==> src/hdl/hotb_pkg.sv <==
`default_nettype none
// ----------------------------------------------------------------------------
// hotb_pkg
// Types, codes and character helpers for the hex/binary text-to-bytes block.
// ----------------------------------------------------------------------------
package hotb_pkg;

    localparam int unsigned POS_W = 32;

    localparam logic [7:0] CH_HASH = 8'h23;  // '#'
    localparam logic [7:0] CH_X    = 8'h78;  // 'x'
    localparam logic [7:0] CH_B    = 8'h62;  // 'b'
    localparam logic [7:0] CH_ZERO = 8'h30;  // '0'
    localparam logic [7:0] CH_ONE  = 8'h31;  // '1'
    localparam logic [3:0] NIB_A   = 4'hA;
    localparam logic [3:0] NIB_F   = 4'hF;

    localparam logic KIND_DATA  = 1'b0;
    localparam logic KIND_ERROR = 1'b1;

    localparam logic [1:0] ERR_END_DIRECTIVE = 2'd0;
    localparam logic [1:0] ERR_END_IN_BYTE   = 2'd1;
    localparam logic [1:0] ERR_BAD_HEX       = 2'd2;
    localparam logic [1:0] ERR_BAD_BIN       = 2'd3;

    typedef struct packed {
        logic [7:0] text_char;
        logic       end_of_text;
    } in_item_t;

    typedef struct packed {
        logic             kind;
        logic [7:0]       data_byte;
        logic [1:0]       error_code;
        logic [POS_W-1:0] char_position;
    } out_item_t;

    typedef struct packed {
        logic             binary_mode;
        logic             directive_pending;
        logic             in_byte;
        logic [2:0]       digits_taken;
        logic [7:0]       partial_byte;
        logic [POS_W-1:0] char_count;
        logic             halted;
    } conv_state_t;

    // {valid, nibble}
    function automatic logic [4:0] hex_decode(input logic [7:0] c);
        logic [4:0] r;
        r = 5'd0;
        if (c >= 8'h30 && c <= 8'h39) begin
            r = {1'b1, c[3:0]};
        end else if ((c >= 8'h61 && c <= 8'h66) || (c >= 8'h41 && c <= 8'h46)) begin
            // 'a'..'f' and 'A'..'F' share low bits 1..6
            r = {1'b1, NIB_A + c[3:0] - 4'd1};
        end
        return r;
    endfunction

    function automatic logic is_space(input logic [7:0] c);
        return (c == 8'h20) || (c >= 8'h09 && c <= 8'h0D);
    endfunction

endpackage : hotb_pkg
`default_nettype wire

==> src/hdl/hotb_step.sv <==
`default_nettype none
// ----------------------------------------------------------------------------
// hotb_step
// Next-state and result logic for one character of text.
// ----------------------------------------------------------------------------
module hotb_step (
    input  wire hotb_pkg::conv_state_t st,
    input  wire hotb_pkg::in_item_t    item,
    output hotb_pkg::conv_state_t      st_next,
    output logic                       res_valid,
    output hotb_pkg::out_item_t        res
);
    import hotb_pkg::*;

    logic [7:0]       c;
    logic             last;
    logic [4:0]       hx;
    logic             do_digit;
    logic             err;
    logic [1:0]       err_code;
    logic             done;
    logic [7:0]       pb_base;
    logic [2:0]       dt_base;
    logic [7:0]       pb_new;
    logic [2:0]       dt_new;
    logic             bad;

    always_comb begin
        c        = item.text_char;
        last     = item.end_of_text;
        hx       = hex_decode(c);
        st_next  = st;
        res_valid = 1'b0;
        res      = '0;
        do_digit = 1'b0;
        err      = 1'b0;
        err_code = ERR_END_DIRECTIVE;
        done     = 1'b0;
        pb_base  = st.partial_byte;
        dt_base  = st.digits_taken;
        pb_new   = st.partial_byte;
        dt_new   = st.digits_taken;
        bad      = 1'b0;

        if (!st.halted) begin
            if (st.char_count != {POS_W{1'b1}}) begin
                st_next.char_count = st.char_count + 1'b1;
            end

            if (st.directive_pending) begin
                if (c == CH_X) begin
                    st_next.binary_mode = 1'b0;
                end else if (c == CH_B) begin
                    st_next.binary_mode = 1'b1;
                end
                st_next.directive_pending = 1'b0;
            end else if (!st.in_byte) begin
                if (c == CH_HASH) begin
                    if (last) begin
                        err      = 1'b1;
                        err_code = ERR_END_DIRECTIVE;
                    end else begin
                        st_next.directive_pending = 1'b1;
                    end
                end else if (hx[4]) begin
                    do_digit = 1'b1;
                    pb_base  = 8'd0;
                    dt_base  = 3'd0;
                end
            end else if (is_space(c)) begin
                if (last) begin
                    err      = 1'b1;
                    err_code = ERR_END_IN_BYTE;
                end
            end else begin
                do_digit = 1'b1;
            end

            if (do_digit) begin
                if (st.binary_mode) begin
                    bad    = (c != CH_ZERO) && (c != CH_ONE);
                    pb_new = pb_base | ((c == CH_ONE) ? (8'h80 >> dt_base) : 8'h00);
                    dt_new = dt_base + 3'd1;
                    done   = (dt_new == 3'd0);
                end else begin
                    bad = !hx[4];
                    if (!dt_base[0]) begin
                        pb_new = pb_base | {hx[3:0], 4'h0};
                        dt_new = 3'd1;
                    end else begin
                        pb_new = pb_base | {4'h0, hx[3:0]};
                        done   = 1'b1;
                    end
                end

                if (bad) begin
                    err      = 1'b1;
                    err_code = st.binary_mode ? ERR_BAD_BIN : ERR_BAD_HEX;
                end else if (done) begin
                    res_valid             = 1'b1;
                    res.kind              = KIND_DATA;
                    res.data_byte         = pb_new;
                    st_next.in_byte       = 1'b0;
                    st_next.digits_taken  = 3'd0;
                    st_next.partial_byte  = 8'd0;
                end else if (last) begin
                    err      = 1'b1;
                    err_code = ERR_END_IN_BYTE;
                end else begin
                    st_next.in_byte      = 1'b1;
                    st_next.digits_taken = dt_new;
                    st_next.partial_byte = pb_new;
                end
            end

            if (err) begin
                res_valid                 = 1'b1;
                res.kind                  = KIND_ERROR;
                res.data_byte             = 8'd0;
                res.error_code            = err_code;
                res.char_position         = st.char_count;
                st_next.halted            = 1'b1;
                st_next.directive_pending = 1'b0;
                st_next.in_byte           = 1'b0;
                st_next.digits_taken      = 3'd0;
                st_next.partial_byte      = 8'd0;
            end
        end
    end

endmodule : hotb_step
`default_nettype wire

==> src/hdl/hex_or_binary_text_to_bytes_top.sv <==
`default_nettype none
// ----------------------------------------------------------------------------
// hex_or_binary_text_to_bytes_top
// Turns a stream of hex or binary digit text into raw bytes and error reports.
// ----------------------------------------------------------------------------
// Each result is registered in the output register, or in the skid register when
// the output is stalled. Throughput: one character per cycle while the skid register
// is empty; s_ready drops while a result waits in the skid stage.
// Reset (aresetn low, synchronous): hex mode, no open byte, position 0, not halted.
// ----------------------------------------------------------------------------
module hex_or_binary_text_to_bytes_top (
    input  wire                  aclk,
    input  wire                  aresetn,
    input  wire                  cfg_wr_en,
    input  wire                  cfg_wr_data,
    input  wire                  s_valid,
    output logic                 s_ready,
    input  wire hotb_pkg::in_item_t s_data,
    output logic                 m_valid,
    input  wire                  m_ready,
    output hotb_pkg::out_item_t  m_data
);
    import hotb_pkg::*;

    conv_state_t st_reg, st_next, st_step;
    logic        res_valid;
    out_item_t   res;
    logic        accept;
    logic        res_push;

    logic      out_valid_reg, out_valid_next;
    out_item_t out_data_reg, out_data_next;
    logic      skid_valid_reg, skid_valid_next;
    out_item_t skid_data_reg, skid_data_next;

    hotb_step u_step (
        .st        (st_reg),
        .item      (s_data),
        .st_next   (st_step),
        .res_valid (res_valid),
        .res       (res)
    );

    assign s_ready  = !skid_valid_reg;
    assign accept   = s_valid && s_ready;
    assign res_push = accept && res_valid;
    assign m_valid  = out_valid_reg;
    assign m_data   = out_data_reg;

    always_comb begin
        st_next = accept ? st_step : st_reg;
        // mode write also selects the current mode
        if (cfg_wr_en) begin
            st_next.binary_mode = cfg_wr_data;
        end
    end

    always_comb begin
        out_valid_next  = out_valid_reg;
        out_data_next   = out_data_reg;
        skid_valid_next = skid_valid_reg;
        skid_data_next  = skid_data_reg;
        if (!out_valid_reg || m_ready) begin
            if (skid_valid_reg) begin
                out_valid_next  = 1'b1;
                out_data_next   = skid_data_reg;
                skid_valid_next = 1'b0;
            end else begin
                out_valid_next = res_push;
                out_data_next  = res;
            end
        end else if (res_push) begin
            skid_valid_next = 1'b1;
            skid_data_next  = res;
        end
    end

    always_ff @(posedge aclk) begin
        if (!aresetn) begin
            st_reg         <= '0;
            out_valid_reg  <= 1'b0;
            skid_valid_reg <= 1'b0;
        end else begin
            st_reg         <= st_next;
            out_valid_reg  <= out_valid_next;
            skid_valid_reg <= skid_valid_next;
        end
    end

    always_ff @(posedge aclk) begin
        out_data_reg  <= out_data_next;
        skid_data_reg <= skid_data_next;
    end

endmodule : hex_or_binary_text_to_bytes_top
`default_nettype wire

==> config.mk <==
export PLATFORM = sky130hd
export DESIGN_NAME = hex_or_binary_text_to_bytes_top
export DESIGN_NICKNAME = d
export VERILOG_FILES = /design/src/hdl/hotb_pkg.sv /design/src/hdl/hotb_step.sv /design/src/hdl/hex_or_binary_text_to_bytes_top.sv
export SDC_FILE = /design/constraint.sdc
export NUM_CORES = 1
export LEC_CHECK = 0
export ABC_CLOCK_PERIOD_IN_PS = 16010
export BUFFER_PORTS_ARGS = -buffer_cell sky130_fd_sc_hd__buf_2
export CAP_MARGIN = 30
export CELL_PAD_IN_SITES_DETAIL_PLACEMENT = 1
export CELL_PAD_IN_SITES_GLOBAL_PLACEMENT = 1
export CORE_MARGIN = 2
export CORE_UTILIZATION = 44
export DETAILED_ROUTE_END_ITERATION = 7
export GPL_ROUTABILITY_DRIVEN = 0
export GPL_TIMING_DRIVEN = 0
export PLACE_DENSITY_LB_ADDON = 0.1
export REMOVE_ABC_BUFFERS = 1
export SLEW_MARGIN = 20
export SYNTH_ARGS = -nofsm -noshare
export SYNTH_HDL_FRONTEND = slang
export SYNTH_SLANG_ARGS = --single-unit
==> constraint.sdc <==
create_clock -name aclk -period 16.01 [get_ports aclk]
set_input_delay 0.8005 -clock aclk [delete_from_list [all_inputs] [get_ports aclk]]
set_output_delay 0.8005 -clock aclk [all_outputs]
set_load 0.01 [all_outputs]
==> summary.md <==
| Metric | Value |
|---|---|
| Initial antenna violation count | 0 |
| Worst-skew pair later-pin latency | 0.42 ns |
| 1st-pass router iterations | 5 |
| Clock skew | 0.0125 ns |
| Vias | 5084 |
| Post-CTS Setup Bufs | 0 |
| Synthesis-to-finish area growth | 17.0% |
| Pleak | 2.75 nW |
| Hold_buf cts | 0 |
| Kind of critical path | in2reg |
| Worst Max-Slew Pin Slew | 0.958 ns |
| Horiz. Die Dim | 127 um |
| Core region area | 14600 um^2 |
| H-tree depth | 4 |
| Synthesized instance count | 656 |
| Post-DP HPWL | 11.2 mm |
| Placed insts | 870 |
| Full die area | 16100 um^2 |
| Fillers | 1616 |
| I/O pins | 60 |
| Power per cell area | 102 nW/um^2 |
| CTS tree | done |
| TritonCTS Buffers | 17 |
| Row cnt | 44 |
| Crit path max fanout | 18 |
| Yosys reg bits | 135 |
| Commonest cells after routing, fill and taps aside | 86 x edfxtp_1, 81 x nand2_1, 73 x nor2_1, 59 x buf_2, 48 x dfxtp_1 |
| EDFF count, synth | 86 |
| Post-CTS sizing | 0 |
| Minimum clock period | 4.81 ns |
| Avg WL per Cell | 18.0 um |
| Endpoints failing hold | 0 |
| # setup viols final | 0 |
| Startpoint types | input port |
| Pin count of the biggest net entering global routing | 61 |
| CTS Buffer Depth | 2 |
| Post-route ant nets | 0 |
| CP arrival | 4.93 ns |
| Period utilization | 0.300 |
| Gr ovfl total | 0 |
| Critical Path RT | 16.14 ns |
| First-pass GRT wire length | 27.2 mm |
| Ys Warns | 0 |
| Synth area leaders | edfxtp_1 39%, dfxtp_1 15%, o31ai_1 5.1%, nand2_1 4.6%, nor2_1 4.1% |
| Top FF cell, synth | edfxtp_1 |
| Via/cell ratio | 5.64 |
| Pins Over Slew Limit | 0 |
| Maximum VDD drop | 0.0000627 V |
| Share of cells above drive strength 1 | 0.174 |
| Antenna cells | 0 |
| Non-Filler Instances | 902 |
| Sink Count | 135 |
| Ys async rst share | 0 |
| Die Ht | 127 um |
| Iter 0 DRT Violations | 288 |
| RSZ-0062 raised after global routing | no |
| Final wirelength | 16.2 mm |
| Worst-path clk slew | 0.06 ns |
| Number of I/O port buffers | 59 |
| Total Routing Usage GR | 0.213 |
| Top cell type's share of synthesized area | 0.390 |
| Fmax | 208 MHz |
| Commonest non-fill, non-tap cell in the layout | edfxtp_1 |
| Final #Nets | 730 |
| Status | finished clean |
| Leading area contributor after synthesis | edfxtp_1 |
| Mean post-synth cell area | 10.1 um^2 |
| Clock Root Buffer | clkbuf_16 |
| Setup TNS | 0 ns |
| Hold Path Class | reg2reg |
| Critical path capture point type | flip-flop |
| Slew margin rel. | 0.358 |
| Library cells used by synthesis | 74 |
| Maxcap violations | 0 |
| Initial Util | 0.452 |
| Vias in the first global route | 5381 |
| Sequential share of the synthesized area | 0.538 |
| Post-route DRC | 0 |
| Max reg flops | 47 |
| Area of the mapped netlist | 6630 um^2 |
## cells in the mapped netlist (all sizes together), types with 7 or more instances
| master | count |
|---|---|
| nand2 | 82 |
| buf | 11 |
| ha | 10 |
| nor3 | 12 |
| xnor2 | 22 |
| nor4 | 16 |
| dfxtp | 49 |
| nand4 | 13 |
| clkbuf | 27 |
| or3 | 8 |
| inv | 44 |
| nand3 | 25 |
| edfxtp | 86 |
| o31ai | 47 |
| o21ai | 13 |
| and4 | 7 |
| nor2 | 73 |
| a21oi | 24 |
## cell families (layout without fill, tap and decap cells)
| group | Yosys count | in the layout | synth area share |
|---|---|---|---|
| DFF | 135 | 135 | 0.538 |
| muxes | 5 | 5 | 0.00774 |
| AOI/OAI and AO/OA | 124 | 124 | 0.143 |
| buffers and inverters | 83 | 145 | 0.0495 |
| and+or+nand+nor | 277 | 277 | 0.214 |
| xor gates and xnor gates | 22 | 22 | 0.0291 |
| adders and majority gates | 10 | 10 | 0.0189 |
## routing by layer
layer / vias to the layer above / track usage / part of all wire
met2: 74 / 0.369 / 0.50
met3: 8 / 0.0426 / 0.029
li1: 2502 / - / -
met4: 0 / 0.0672 / 0.0075
met1: 2500 / 0.270 / 0.46
met5: - / 0 / 0
## final cells by class
cell class | count | area (um^2) | area share
Inverter | 45 | 169 | 0.0218
Clock buffer | 24 | 492 | 0.0634
Sequential cell | 135 | 3570 | 0.460
Clock inverter | 8 | 96.3 | 0.0124
Tap cell | 184 | 230 | 0.0297
Multi-Input combinational cell | 438 | 2760 | 0.356
Timing Repair Buffer | 68 | 434 | 0.0560
## final timing paths
| path | depth (start not counted) | end | slack (ns) | startpoint |
|---|---|---|---|---|
| max | 15 | skid_data_reg[27] | 11.21 | s_data[2] |
| min | 2 | st_reg[34] | 0.47 | st_reg[34] |
| max reg2reg | 11 | skid_data_reg[27] | 11.93 | st_reg[44] |
| min reg2reg | 2 | st_reg[34] | 0.47 | st_reg[34] |
## power by group
group          internal [W]  switching (W)
combinational     0.0000105      0.0000212
sequential         0.000369     0.00000193
clock              0.000245       0.000145
total              0.000624       0.000169
## critical path, stage by stage
cell,delay (ns)
buf_2,0.13
inv_1,0.13
ha_1,0.34
o21bai_1,0.17
a21oi_1,0.53
o211ai_4,0.32
and3_1,0.29
ha_1,0.31
nor2_1,0.26
nor2_1,0.07
o211ai_1,0.22
a21oi_1,0.17
nor3_2,0.67
buf_4,0.32
buf_4,0.18
## metrics by stage
step	power (W)	hold slack, ns	util	worst slack, ns	cell area, um^2
4_1_cts	0.000800	0.469	0.529	11.23	7750
5_1_grt	0.000816	0.494	0.529	10.91	7750
2_1_floorplan	0.000395	0.431	-	9.56	6470
6_report	0.000793	0.472	0.529	11.21	7750
3_5_place_dp	0.000410	0.460	0.489	10.80	7160
3_3_place_gp	0.000406	0.441	0.478	7.05	6990
(Power assumes the default switching activity.)
